--- src/rtl/sia_pkg.sv ---
package sia_pkg;

  // strip length default
  localparam int unsigned LED_COUNT_DEF = 32;

  // configuration port widths
  localparam int unsigned CFG_ADDR_W = 3;
  localparam int unsigned CFG_DATA_W = 24;

  // configuration register indexes
  localparam logic [CFG_ADDR_W-1:0] REG_STEP_DELAY = 3'd0;
  localparam logic [CFG_ADDR_W-1:0] REG_HOLD_LIT   = 3'd1;
  localparam logic [CFG_ADDR_W-1:0] REG_FADE_STEP  = 3'd2;
  localparam logic [CFG_ADDR_W-1:0] REG_HOLD_DARK  = 3'd3;
  localparam logic [CFG_ADDR_W-1:0] REG_MIN_CYCLES = 3'd4;
  localparam logic [CFG_ADDR_W-1:0] REG_INTERVAL   = 3'd5;
  localparam logic [CFG_ADDR_W-1:0] REG_COLOR      = 3'd6;

  // configuration reset values
  localparam logic [7:0]  STEP_DELAY_RST = 8'd10;
  localparam logic [15:0] HOLD_LIT_RST   = 16'd150;
  localparam logic [7:0]  FADE_STEP_RST  = 8'd10;
  localparam logic [15:0] HOLD_DARK_RST  = 16'd200;
  localparam logic [7:0]  MIN_CYCLES_RST = 8'd3;
  localparam logic [7:0]  INTERVAL_RST   = 8'd5;
  localparam logic [23:0] COLOR_RST      = 24'hFF6400;

  // animation phase, also the reported phase code
  typedef enum logic [2:0] {
    PH_IDLE  = 3'd0,
    PH_LIGHT = 3'd1,
    PH_HOLD  = 3'd2,
    PH_FADE  = 3'd3,
    PH_DARK  = 3'd4
  } phase_t;

  // configuration register file
  typedef struct packed {
    logic [7:0]  step_delay_ms;
    logic [15:0] hold_lit_ms;
    logic [7:0]  fade_step;
    logic [15:0] hold_dark_ms;
    logic [7:0]  minimum_cycles;
    logic [7:0]  logic_interval_ms;
    logic [23:0] color_rgb;
  } cfg_t;

  // one tick's strip view between sequencer and shading stage
  typedef struct packed {
    logic [5:0] lit;
    phase_t     phase;
    logic [7:0] fade;
  } tick_t;

  // gamma 2.2 entry: largest g with g^5 * 255^6 <= v^11, evaluated at elaboration
  function automatic logic [7:0] gamma_entry(input int unsigned v);
    logic [127:0] target;
    logic [127:0] trial;
    logic [7:0]   g;
    target = 128'd1;
    g      = 8'd0;
    for (int k = 0; k < 11; k++) begin
      target = target * 128'(v);
    end
    for (int unsigned c = 1; c < 256; c++) begin
      trial = 128'd1;
      for (int k = 0; k < 5; k++) begin
        trial = trial * 128'(c);
      end
      for (int k = 0; k < 6; k++) begin
        trial = trial * 128'd255;
      end
      if (trial <= target) begin
        g = 8'(c);
      end
    end
    return g;
  endfunction

endpackage

--- src/rtl/sia_seq.sv ---
module sia_seq #(
  parameter int unsigned LED_COUNT = sia_pkg::LED_COUNT_DEF
) (
  input  logic            clk,
  input  logic            rst,
  input  sia_pkg::cfg_t   cfg,
  input  logic            take,
  input  logic            pressed,
  input  logic            drain,
  output logic            tick_valid,
  output sia_pkg::tick_t  tick
);

  localparam logic [5:0] LED_LAST = 6'(LED_COUNT);

  sia_pkg::phase_t mode, mode_next;
  logic [5:0]  next_led, next_led_next;
  logic [7:0]  cycle_count, cycle_count_next;
  logic        held_flag, held_flag_next;
  logic        previous_level, previous_level_next;
  logic        cleared_flag, cleared_flag_next;
  logic [7:0]  fade_level, fade_level_next;
  logic [15:0] since_update, since_update_next;
  logic [15:0] phase_elapsed, phase_elapsed_next;
  sia_pkg::tick_t tick_next;

  // per-tick state update
  always_comb begin
    mode_next           = mode;
    next_led_next       = next_led;
    cycle_count_next    = cycle_count;
    held_flag_next      = held_flag;
    cleared_flag_next   = cleared_flag;
    fade_level_next     = fade_level;
    since_update_next   = (since_update != '1) ? since_update + 16'd1 : since_update;
    phase_elapsed_next  = (phase_elapsed != '1) ? phase_elapsed + 16'd1 : phase_elapsed;

    // press edge starts a run from idle
    if (!previous_level && pressed) begin
      if (mode == sia_pkg::PH_IDLE) begin
        next_led_next      = 6'd0;
        mode_next          = sia_pkg::PH_LIGHT;
        cycle_count_next   = 8'd0;
        cleared_flag_next  = 1'b0;
        phase_elapsed_next = 16'd0;
      end
      held_flag_next = 1'b1;
    end
    if (previous_level && !pressed) begin
      held_flag_next = 1'b0;
    end
    previous_level_next = pressed;

    if (mode_next != sia_pkg::PH_IDLE) begin
      // throttled animation update
      if (since_update_next > {8'd0, cfg.logic_interval_ms}) begin
        since_update_next = 16'd0;
        case (mode_next)
          sia_pkg::PH_LIGHT: begin
            if (phase_elapsed_next >= {8'd0, cfg.step_delay_ms}) begin
              phase_elapsed_next = 16'd0;
              next_led_next      = next_led_next + 6'd1;
              if (next_led_next >= LED_LAST) begin
                mode_next = sia_pkg::PH_HOLD;
              end
            end
          end
          sia_pkg::PH_HOLD: begin
            if (phase_elapsed_next >= cfg.hold_lit_ms) begin
              mode_next       = sia_pkg::PH_FADE;
              fade_level_next = 8'd255;
            end
          end
          sia_pkg::PH_FADE: begin
            if (fade_level_next != 8'd0) begin
              fade_level_next = (fade_level_next > cfg.fade_step) ?
                                fade_level_next - cfg.fade_step : 8'd0;
            end else begin
              mode_next          = sia_pkg::PH_DARK;
              phase_elapsed_next = 16'd0;
            end
          end
          sia_pkg::PH_DARK: begin
            if (phase_elapsed_next >= cfg.hold_dark_ms) begin
              if (cycle_count_next != 8'd255) begin
                cycle_count_next = cycle_count_next + 8'd1;
              end
              if (cycle_count_next < cfg.minimum_cycles || held_flag_next) begin
                mode_next          = sia_pkg::PH_LIGHT;
                next_led_next      = 6'd0;
                phase_elapsed_next = 16'd0;
              end else begin
                mode_next = sia_pkg::PH_IDLE;
              end
            end
          end
          default: begin
          end
        endcase
      end
    end else if (!cleared_flag_next) begin
      // one-time clear after reset or after a run ends
      next_led_next      = 6'd0;
      since_update_next  = '1;
      phase_elapsed_next = 16'd0;
      fade_level_next    = 8'd255;
      cleared_flag_next  = 1'b1;
    end

    // strip view for this tick
    tick_next.phase = mode_next;
    tick_next.fade  = fade_level_next;
    case (mode_next)
      sia_pkg::PH_LIGHT: tick_next.lit = next_led_next;
      sia_pkg::PH_HOLD:  tick_next.lit = LED_LAST;
      sia_pkg::PH_FADE:  tick_next.lit = LED_LAST;
      default:           tick_next.lit = 6'd0;
    endcase
  end

  // state and first pipeline stage
  always_ff @(posedge clk) begin
    if (rst) begin
      mode           <= sia_pkg::PH_IDLE;
      next_led       <= 6'd0;
      cycle_count    <= 8'd0;
      held_flag      <= 1'b0;
      previous_level <= 1'b0;
      cleared_flag   <= 1'b0;
      fade_level     <= 8'd255;
      since_update   <= '1;
      phase_elapsed  <= 16'd0;
      tick_valid     <= 1'b0;
    end else begin
      if (take) begin
        mode           <= mode_next;
        next_led       <= next_led_next;
        cycle_count    <= cycle_count_next;
        held_flag      <= held_flag_next;
        previous_level <= previous_level_next;
        cleared_flag   <= cleared_flag_next;
        fade_level     <= fade_level_next;
        since_update   <= since_update_next;
        phase_elapsed  <= phase_elapsed_next;
        tick           <= tick_next;
        tick_valid     <= 1'b1;
      end else if (drain) begin
        tick_valid <= 1'b0;
      end
    end
  end

`ifndef SYNTHESIS
  // outside idle the clear flag is always low, so a clear is pending
  a_run_not_cleared: assert property (@(posedge clk) disable iff (rst)
    (mode != sia_pkg::PH_IDLE) |-> cleared_flag == 1'b0)
    else $error("sia_seq: clear flag inconsistent");
  // the lighting counter never runs past the strip
  a_led_bound: assert property (@(posedge clk) disable iff (rst)
    (mode == sia_pkg::PH_LIGHT) |-> next_led < LED_LAST)
    else $error("sia_seq: next_led past strip end in lighting phase");
  // a taken press edge from idle enters lighting, or hold if the strip is passed at once
  a_start: assert property (@(posedge clk) disable iff (rst)
    (take && mode == sia_pkg::PH_IDLE && !previous_level && pressed)
      |=> mode == sia_pkg::PH_LIGHT || mode == sia_pkg::PH_HOLD)
    else $error("sia_seq: press edge did not start the run");
`endif

endmodule

--- config.mk ---
export PLATFORM = sky130hd
export DESIGN_NAME = sia_seq
export DESIGN_NICKNAME = d
export VERILOG_FILES = /design/src/rtl/sia_pkg.sv /design/src/rtl/sia_seq.sv
export SDC_FILE = /design/constraint.sdc
export NUM_CORES = 1
export LEC_CHECK = 0
export BUFFER_PORTS_ARGS = -buffer_cell sky130_fd_sc_hd__buf_4
export CORE_MARGIN = 2
export CORE_UTILIZATION = 55
export CTS_CLUSTER_DIAMETER = 80
export CTS_CLUSTER_SIZE = 40
export DETAILED_ROUTE_END_ITERATION = 8
export GPL_TIMING_DRIVEN = 0
export HOLD_SLACK_MARGIN = 0.06
export PLACE_DENSITY_LB_ADDON = 0.05
export SLEW_MARGIN = 20
export SYNTH_ARGS = -nofsm -noshare
export SYNTH_HDL_FRONTEND = slang
export SYNTH_SLANG_ARGS = --single-unit
--- constraint.sdc ---
create_clock -name clk -period 11.2 [get_ports clk]
set_input_delay 0 -clock clk [delete_from_list [all_inputs] [get_ports clk]]
set_output_delay 0 -clock clk [all_outputs]
set_load 0.005 [all_outputs]
==> results of run 1 <==
## cell usage in the layout, fill, tap and decap left out, types with 40 or more instances in the layout
cell type   n
ha_1       67
nor2_1     85
inv_1      76
nand2_1    68
a21oi_1    50
dfxtp_1    61
buf_4      87
o21ai_0    40
## synth_stat cells, types with 14 or more instances
cell	n	area, um2
nor2_1	85	319
edfxtp_1	17	510
a22oi_1	15	113
nand3_1	29	145
o21ai_0	40	200
nand4_1	29	181
dfxtp_1	61	1220
inv_1	76	285
nor4_1	14	87.6
ha_1	67	838
nor3_1	18	90.1
clkbuf_1	27	101
nand2_1	68	255
a21oi_1	50	250
## final timing paths
path,from,end,slack (ns),depth (start not counted)
setup / recovery,mode[1],tick[15],4.94,21
hold / removal,take,cycle_count[0],0.26,5
setup reg to reg,mode[1],tick[15],4.94,21
hold reg to reg,tick_valid,tick_valid,0.48,2
## critical path, cell delays in order (launching register included)
cell      delay (ns)
dfxtp_1         0.31
clkbuf_1        0.21
nor3_1          0.64
nand2_1         0.13
clkbuf_1        0.29
clkbuf_1        0.35
nand2_1         0.17
inv_1           0.05
ha_1            0.22
nand3_1         0.22
nor3_1          0.13
nor4b_1         0.51
xnor2_1         0.17
ha_1            0.31
nand4_1         0.12
o21bai_1        0.09
o21ba_2         0.20
a211oi_1        0.61
a221oi_1        0.20
a211oi_1        0.43
nor2_2          0.18
nor4_1          0.48
## where the power goes
group	leakage (nW)	internal (W)	total (W)	switching, W
clock	0.140	0.000178	0.000295	0.000118
combinational	2.62	0.0000849	0.000217	0.000132
sequential	0.654	0.000302	0.000315	0.0000123
total	3.42	0.000565	0.000827	0.000262
## cells by family (layout without fill, tap and decap cells)
group	count (synthesis)	in the layout	share of synthesized area [%]
simple gates	312	312	23.8
compound gates	235	235	25.3
buf+inv	119	224	7.16
flops	78	78	26.4
fa+ha+maj	68	68	13.1
xor+xnor	23	23	3.07
mux	7	7	1.11
## layer usage
metal | track usage [%] | up-vias | share of wire [%]
li1 | - | 3302 | -
met1 | 41.3 | 3246 | 42
met2 | 50.0 | 342 | 46
met3 | 5.46 | 55 | 8.4
met4 | 12.0 | 0 | 3.0
met5 | 0 | - | 0
## state kept, by name, indices dropped and copies added, names as in the netlist
name            flops
cleared_flag        1
previous_level      1
cycle_count         8
held_flag           1
fade_level          8
since_update       16
next_led            6
mode                3
phase_elapsed      16
tick_valid          1
tick               17
## stage by stage
stage	setup slack [ns]	total power [W]	hold slack, ns	cell area (um2)	util, %
floorplan	6.55	0.000458	0.147	6550	-
global placement	5.15	0.000522	0.271	7380	64.0
detailed placement	5.04	0.000530	0.280	7380	64.0
CTS	5.00	0.000822	0.257	7700	66.9
global route	4.54	0.000864	0.323	7700	66.9
finish	4.94	0.000827	0.265	7700	66.9
## area by class of cell
type / instances / area [um2] / area share, %
multi-input combinational: 645 / 4350 / 56.5
sequential: 78 / 1730 / 22.5
timing repair buffer: 89 / 676 / 8.78
inverter: 77 / 289 / 3.75
clock buffer: 12 / 246 / 3.20
buffer: 42 / 180 / 2.34
tap: 143 / 179 / 2.32
clock inverter: 4 / 46.3 / 0.601
==> results.yml, run 1 <==
cells_and_area:
  area_delta_synth_final_pct: 17.5
  fillCellCount: 983
  antennaDiodeCount: 0
  nNetsFinal: 1103
  stdcell_count: 1090
  layout-drive-gt1-share_pct: 13.4
drt:
  first_iter_violations: 747
  remaining_drc_errors: 3
  drt_first_pass_iters: 7
  wl_per_cell_um: 17.9
  ant_nets: 0
  vias: 6945
  wirelength_mm: 19.6
  viasPerCell: 6.37
sta:
  slew_headroom_pct: 30.3
  fmax_ghz: 0.160
  post-route-period-util_pct: 55.9
  finalHoldViolations: 0
  worst_pin_slew_ns: 1.04
  setup_viol: 0
  fin_skew_ns: 0.00703
  setup_tns_ns: 0
  final.min_clock_period_ns: 6.26
  slew_violations: 0
  rsz0062_at_grt: "false"
yosys:
  synth-warning-count: 0
  synth-seq-cells: 78
  yosysUniqueCellTypes: 80
  synthArstFlopShare_pct: 0
  ys_seq_area_share_pct: 26.4
  syn_area_um2: 6550
  syn_avg_cell_area_um2: 7.78
  synthCells: 842
  ys.flop_type: "dfxtp_1"
  syn_nets: 1003
  synth_edf_count: 17
global_routing:
  grt_max_degree: 19
  grt_use_total_pct: 30.9
  grt_pass1_vias: 6500
  grt_first_pass_wirelength_mm: 31.9
  grt_overflow: 0
  antenna_found_initial: 0
critical_path:
  cp_data_required_time_ns: 11.30
  cp_max_fo: 10
  arrival_ns: 6.36
  critPathCaptureType: "flop"
  start_kind: "flop"
  worstSetupPathType: "reg -> reg"
placement:
  numPortBuffers: 86
  hpwl_mm: 14.9
  dp.cells: 1071
  place_congestion: 0.900
floorplanning:
  dieArea_um2: 12800
  die_h_um: 113
  core_um2: 11500
  die_w_um: 113
  initial_utilization_pct: 56.9
  ios: 111
  placementRows: 39
power_and_ir_drop:
  leakagePower_nw: 3.42
  vdd_drop_max_uv: 63.5
  powerDensity_nw_per_um2: 107
cts:
  clock_sinks: 78
  clockBufferDepth: 2
  clk_latency_ns: 0.35
  holdBufCountCts: 3
  tritoncts: "built"
  clk_pin_slew_worst_paths_ns: 0.06
  cts-root-buf: "clkbuf_16"
  cts_setup_buffers: 0
  htreeDepth: 3
  cts_resized: 0
  numCtsBuffers: 9
min_path:
  hold_path.class: "in -> reg"
flow_run:
  maxCapViolCount: 0
status:
  outcome: "finished, violations left"
  violations: "design-rule violations"
Note: power is estimated with default switching activity, not from simulation.
==> run 2: changes to the inputs <==
--- a/config.mk
+++ b/config.mk
@@ -5,9 +5,10 @@
 export SDC_FILE = /design/constraint.sdc
 export NUM_CORES = 1
 export LEC_CHECK = 0
+export ABC_AREA = 1
 export BUFFER_PORTS_ARGS = -buffer_cell sky130_fd_sc_hd__buf_4
 export CORE_MARGIN = 2
-export CORE_UTILIZATION = 55
+export CORE_UTILIZATION = 52
 export CTS_CLUSTER_DIAMETER = 80
 export CTS_CLUSTER_SIZE = 40
 export DETAILED_ROUTE_END_ITERATION = 8
==> constraint.sdc (replaced) <==
create_clock -name clk -period 5.6 [get_ports clk]
set_input_delay 0 -clock clk [delete_from_list [all_inputs] [get_ports clk]]
set_output_delay 0 -clock clk [all_outputs]
set_load 0.005 [all_outputs]
==> run 2 against run 1 <==
Sequential power increased by 100%; highest routed layer unchanged; largest power group unchanged; via count down 3.0%; clock skew barely moved; setup slack worse by 3.9 ns; the flow now finishes without violations.
==> results.yml, run 2 <==
cells_and_area:
  largest_register_ffs: 17
  layout-drive-gt1-share_pct: 13.5
  area_delta_synth_final_pct: 18.1
  nNetsFinal: 1258
  top_register: "tick"
  final_cell_mix: "208 x nand2_1, 168 x inv_1, 87 x a21oi_1"
  mostFrequentLayoutCell: "nand2_1"
  antennaDiodeCount: 0
  top_regs: "tick: 17 flops, phase_elapsed: 16 flops, since_update: 16 flops"
  final_core_util_pct: 62.6
global_routing:
  grt_max_degree: 17
  grt_pass1_vias: 6104
  antenna_found_initial: 0
  grt_use_total_pct: 26.3
  grt_first_pass_wirelength_mm: 28.6
  grt_overflow: 0
drt:
  viasPerCell: 5.29
  ant_nets: 0
  wirelength_mm: 17.2
  wl_per_cell_um: 13.5
  drt_first_pass_iters: 7
  remaining_drc_errors: 0
  first_iter_violations: 442
  vias: 6736
placement:
  numPortBuffers: 86
  place_congestion: 0.914
  dp_slack_ns: 1.09
  hpwl_mm: 13.4
critical_path:
  cp_data_required_time_ns: 5.70
  crit_family: "simple AND/OR/NAND/NOR gates"
  critPathBufInv: 5
  slowest_stage: "dlygate4sd3_1"
  start_kind: "input port"
  cpMostUsedCell: "nand2_1"
  slowest_delay_ns: 0.54
  cp_max_fo: 10
  arrival_ns: 4.70
  worstSetupPathType: "in -> reg"
  critPathCaptureType: "flop"
yosys:
  synth_edf_count: 17
  synth-seq-cells: 78
  yosys-top-cells-area: "dfxtp_1 18%, ha_1 13%, nand2_1 12%, inv_1 9.5%, edfxtp_1 7.7%"
  yosysMostFrequentCell: "nand2_1"
  yosysUniqueCellTypes: 46
  netlist.area_leader.share_pct: 18.3
  syn_nets: 1156
  syn_avg_cell_area_um2: 6.69
  ys.flop_type: "dfxtp_1"
  yosysTopAreaCell: "dfxtp_1"
  synthCells: 995
  synthArstFlopShare_pct: 0
  ys_seq_area_share_pct: 26.0
  netlist_top_cells_count: "208 x nand2_1, 168 x inv_1, 87 x a21oi_1, 75 x o21ai_0, 68 x nor2_1"
  synth-warning-count: 0
  syn_area_um2: 6660
cts:
  clock_sinks: 78
  numCtsBuffers: 9
  tritoncts: "built"
  htreeDepth: 3
  cts-root-buf: "clkbuf_16"
  clk_pin_slew_worst_paths_ns: 0.06
  cts_resized: 0
  clockBufferDepth: 2
  clk_latency_ns: 0.35
  cts_setup_buffers: 0
floorplanning:
  dieArea_um2: 13700
  die_h_um: 117
  placementRows: 41
  ios: 111
  initial_utilization_pct: 53.0
  core_um2: 12600
  die_w_um: 117
status:
  outcome: "finished clean"
sta:
  fin_skew_ns: 0.00745
  final.min_clock_period_ns: 4.60
  setup_viol: 0
  worst_pin_slew_ns: 0.749
  holdWs_ns: 0.388
  layout_setup_ws_ns: 1.00
  setup_tns_ns: 0
  slew_headroom_pct: 49.8
  finalHoldViolations: 0
  fmax_ghz: 0.217
  rsz0062_at_grt: "false"
  post-route-period-util_pct: 82.1
  slew_violations: 0
power_and_ir_drop:
  powerDensity_nw_per_um2: 208
  fin_total_pwr_w: 0.00164
  vdd_drop_max_uv: 237
  leakagePower_nw: 3.88
min_path:
  hold_path.class: "in -> reg"
flow_run:
  maxCapViolCount: 0
## run 2: logic make-up after synthesis
logic type	synth area share, %
AOI/OAI and AO/OA	18.9
xor gates and xnor gates	2.63
adders and majority gates	12.9
buffers and inverters	11.6
DFF	26.0
and+or+nand+nor	28.0
## run 2: final timing paths
path | slack, ns | depth (start not counted) | end | start
setup / recovery | 1.0 | 29 | tick[16] | pressed
hold / removal | 0.39 | 5 | tick[0] | cfg[56]
setup reg to reg | 1.0 | 20 | tick[16] | mode[0]
hold reg to reg | 0.47 | 2 | cycle_count[0] | cycle_count[0]
## run 2: through the flow
| stage | cells | area [um2] |
|---|---|---|
| 5_1_grt | 1274 | 7870 |
| 3_3_place_gp | 1253 | 7520 |
| 4_1_cts | 1274 | 7870 |
| 6_report | 1274 | 7870 |
| 3_5_place_dp | 1254 | 7540 |
| 2_1_floorplan | 995 | 6660 |
## run 2: report_power, final
part	switching [W]	total [W]	internal, W
Combinational	0.000265	0.000427	0.000162
Clock	0.000267	0.000578	0.000311
Sequential	0.0000251	0.000633	0.000608
Total	0.000557	0.00164	0.00108
## run 2: layout make-up
type,instances,area (um2)
well taps,172,215
clock inverters,7,63.8
plain buffers,27,113
fillers,1228,4700
inverters,175,657
repair buffers,91,701
flip-flops and latches,78,1730
multi-input cells,715,4160
clock buffers,9,225
## run 2: layer usage
| metal | wire [um] | global-route usage (%) | up-vias |
|---|---|---|---|
| met1 | 7890 | 33.2 | 3044 |
| met5 | 0 | 0 | - |
| met3 | 774 | 4.99 | 22 |
| li1 | - | - | 3511 |
| met2 | 8210 | 45.7 | 159 |
| met4 | 277 | 7.61 | 0 |
## run 2: worst register-to-register path, delay by kind of cell (launching register included)
| family | cells | cell delay (ns) |
|---|---|---|
| simple gates | 9 | 1.43 |
| buf+inv | 4 | 1.35 |
| fa+ha+maj | 1 | 0.33 |
| compound gates | 6 | 0.85 |
| flops | 1 | 0.40 |
## run 2: timing repair
| action | in CTS | in global routing |
|---|---|---|
| hold buffers | 4 | 0 |
| endpoints found under the hold margin | 6 | 0 |
| setup endpoints to repair | 0 | 0 |
==> run 3: changes to the inputs <==
--- a/config.mk
+++ b/config.mk
@@ -5,10 +5,10 @@
 export SDC_FILE = /design/constraint.sdc
 export NUM_CORES = 1
 export LEC_CHECK = 0
-export ABC_AREA = 1
+export ABC_AREA = 0
 export BUFFER_PORTS_ARGS = -buffer_cell sky130_fd_sc_hd__buf_4
 export CORE_MARGIN = 2
-export CORE_UTILIZATION = 52
+export CORE_UTILIZATION = 55
 export CTS_CLUSTER_DIAMETER = 80
 export CTS_CLUSTER_SIZE = 40
 export DETAILED_ROUTE_END_ITERATION = 8
==> constraint.sdc (replaced) <==
create_clock -name clk -period 4.8 [get_ports clk]
set_input_delay 0 -clock clk [delete_from_list [all_inputs] [get_ports clk]]
set_output_delay 0 -clock clk [all_outputs]
set_load 0.005 [all_outputs]
==> run 3 against run 2 <==
The run now ends with design-rule violations left; flip-flop and latch count did not move; setup slack worse by 0.87 ns; largest cell class unchanged; global-route usage is 4.8 points higher; utilization up 6.0 points; critical path type is now reg -> reg; clock power increased by 19%; first-iteration DRC count up 61%; cell area is 0.46% higher; worst hold slack got worse by 0.12 ns; sequential share of layout area fell by 0.10 points; register-to-register slack worse by 0.87 ns; critical path depth is 14 lower.
==> results.yml, run 3 (synthesis gave the netlist of run 1 again) <==
placement:
  place_congestion: 0.900
  numPortBuffers: 86
  hpwl_mm: 14.9
  dp.cells: 1071
cts:
  tritoncts: "built"
  clock_sinks: 78
  numCtsBuffers: 9
  cts-root-buf: "clkbuf_16"
  clk_pin_slew_worst_paths_ns: 0.06
  clk_latency_ns: 0.35
  clockBufferDepth: 2
  htreeDepth: 3
floorplanning:
  die_h_um: 113
  dieArea_um2: 12800
  die_w_um: 113
  placementRows: 39
  ios: 111
  initial_utilization_pct: 56.9
  core_um2: 11500
cells_and_area:
  area_delta_synth_final_pct: 20.6
  antennaDiodeCount: 0
  top_regs: "tick: 17 flops, phase_elapsed: 16 flops, since_update: 16 flops"
  largest_register_ffs: 17
  layout-drive-gt1-share_pct: 16.5
  nNetsFinal: 1103
  top_register: "tick"
  mostFrequentLayoutCell: "buf_4"
  final_cell_mix: "91 x buf_4, 84 x nor2_1, 76 x inv_1"
  stdcell_count: 1090
min_path:
  worstHoldEndpoint: "cycle_count[0]"
  hold_path_depth: 5
  hold_path.class: "in -> reg"
  hold_path.startpoint: "take"
critical_path:
  critPathLaunch: "mode[0]"
  timing.rr.start: "mode[0]"
  r2r_cells: 15
  cp_max_fo: 10
  start_kind: "flop"
  timing.rr.end: "tick[13]"
  critPathCaptureType: "flop"
  cp_data_required_time_ns: 4.93
  reg2reg_slack_ns: 0.13
  arrival_ns: 4.80
  worstSetupPathType: "reg -> reg"
status:
  outcome: "finished, violations left"
  violations: "design-rule violations"
sta:
  fin_skew_ns: 0.00684
  rsz0062_at_grt: "true"
  holdWs_ns: 0.268
  post-route-period-util_pct: 97.3
  worst_pin_slew_ns: 1.14
  fmax_ghz: 0.214
  slew_headroom_pct: 23.2
  setup_viol: 0
  slew_violations: 0
  final.min_clock_period_ns: 4.67
  finalHoldViolations: 0
global_routing:
  grt_overflow: 0
  grt_use_total_pct: 31.0
  grt_max_degree: 19
  grt_pass1_vias: 6525
  antenna_found_initial: 0
  grt_first_pass_wirelength_mm: 32.0
drt:
  vias: 6901
  drt_first_pass_iters: 9
  ant_nets: 0
  viasPerCell: 6.33
  first_iter_violations: 713
  wirelength_mm: 19.8
  remaining_drc_errors: 3
  wl_per_cell_um: 18.2
power_and_ir_drop:
  power_frac_comb_pct: 26.8
  p_clk_share_pct: 35.4
  switching_power_w: 0.000622
  seq_power_share_pct: 37.8
  leakagePower_nw: 3.50
  power.internal_w: 0.00133
  powerDensity_nw_per_um2: 246
  p_sw_share_pct: 31.9
  vdd_drop_max_uv: 147
flow_run:
  maxCapViolCount: 0
[run 3: changes by cell type in the layout (fill, tap and decap cells not counted), sizes merged, moves of 12 or more]
cell	previous run	this run
o21ai	82	40
nor3	33	18
a21oi	91	51
nor2	73	86
and2	1	13
nand4	10	31
inv	180	76
nand3	63	31
nand2	220	68
a22oi	0	15
[run 3: metal layers]
layer / wire [um] / vias to the layer above / track usage (%) / share of wire (%)
met4: 605 / 0 / 11.5 / 3.1
met1: 8370 / 3229 / 41.5 / 42
li1: - / 3298 / - / -
met2: 9200 / 320 / 50.5 / 46
met3: 1620 / 54 / 5.20 / 8.2
met5: 0 / - / 0 / 0
[run 3: what timing repair did]
action | in CTS | in global routing
resized for setup | 19 | 19
endpoints found under the hold margin | 3 | 0
hold buffers | 3 | 0
setup endpoints to repair | 31 | 28
pin swaps | 4 | 4
buffers inserted | 2 | 2
[run 3: final cells by class]
type | count | area (um2)
Sequential cell | 78 | 1730
Multi-Input combinational cell | 645 | 4530
Inverter | 77 | 289
Fill cell | 957 | 3610
Buffer | 38 | 173
Clock buffer | 12 | 246
Tap cell | 143 | 179
Clock inverter | 4 | 46.3
Timing Repair Buffer | 93 | 706
[run 3: power by group through the flow]
stage / sequential [W] / combinational, W / clock (W)
after detailed placement: 0.000746 / 0.000491 / 0
after global placement: 0.000744 / 0.000475 / 0
after CTS: 0.000732 / 0.000508 / 0.000689
after floorplan: 0.000740 / 0.000328 / 0
final: 0.000737 / 0.000521 / 0.000690
after global routing: 0.000740 / 0.000572 / 0.000721
[run 3: worst max path at each step]
stage	end	slack (ns)	depth (start not counted)
CTS	tick[15]	0.0007	20
global placement	tick[15]	-1.25	21
finish	tick[13]	0.13	15
global route	tick[13]	-0.009	15
floorplan	tick[12]	0.15	21
detailed placement	tick[15]	-1.36	21
[run 3: worst max-delay path: stages, from the launching register on]
cell       delay (ns)
dfxtp_1          0.55
or3_1            0.18
clkbuf_1         0.28
nor2_1           0.12
buf_2            0.22
buf_2            0.23
nor3_2           0.39
ha_1             0.33
a211o_1          0.30
a31oi_1          0.19
o21ai_0          0.20
a211o_1          0.41
o22a_1           0.30
a21boi_1         0.22
nor4_1           0.09
a2111oi_2        0.42
[run 3: per-stage QoR]
stage / TNS, ns / worst slack (ns) / cell area [um2] / utilization (%) / total power (W)
after global routing: -0.00853 / -0.00853 / 7900 / 68.6 / 0.00203
after CTS: 0 / 0.000724 / 7790 / 67.7 / 0.00193
after detailed placement: -28.50 / -1.36 / 7380 / 64.0 / 0.00124
after global placement: -27.15 / -1.25 / 7380 / 64.0 / 0.00122
after floorplan: 0 / 0.149 / 6550 / - / 0.00107
final: 0 / 0.130 / 7900 / 68.6 / 0.00195
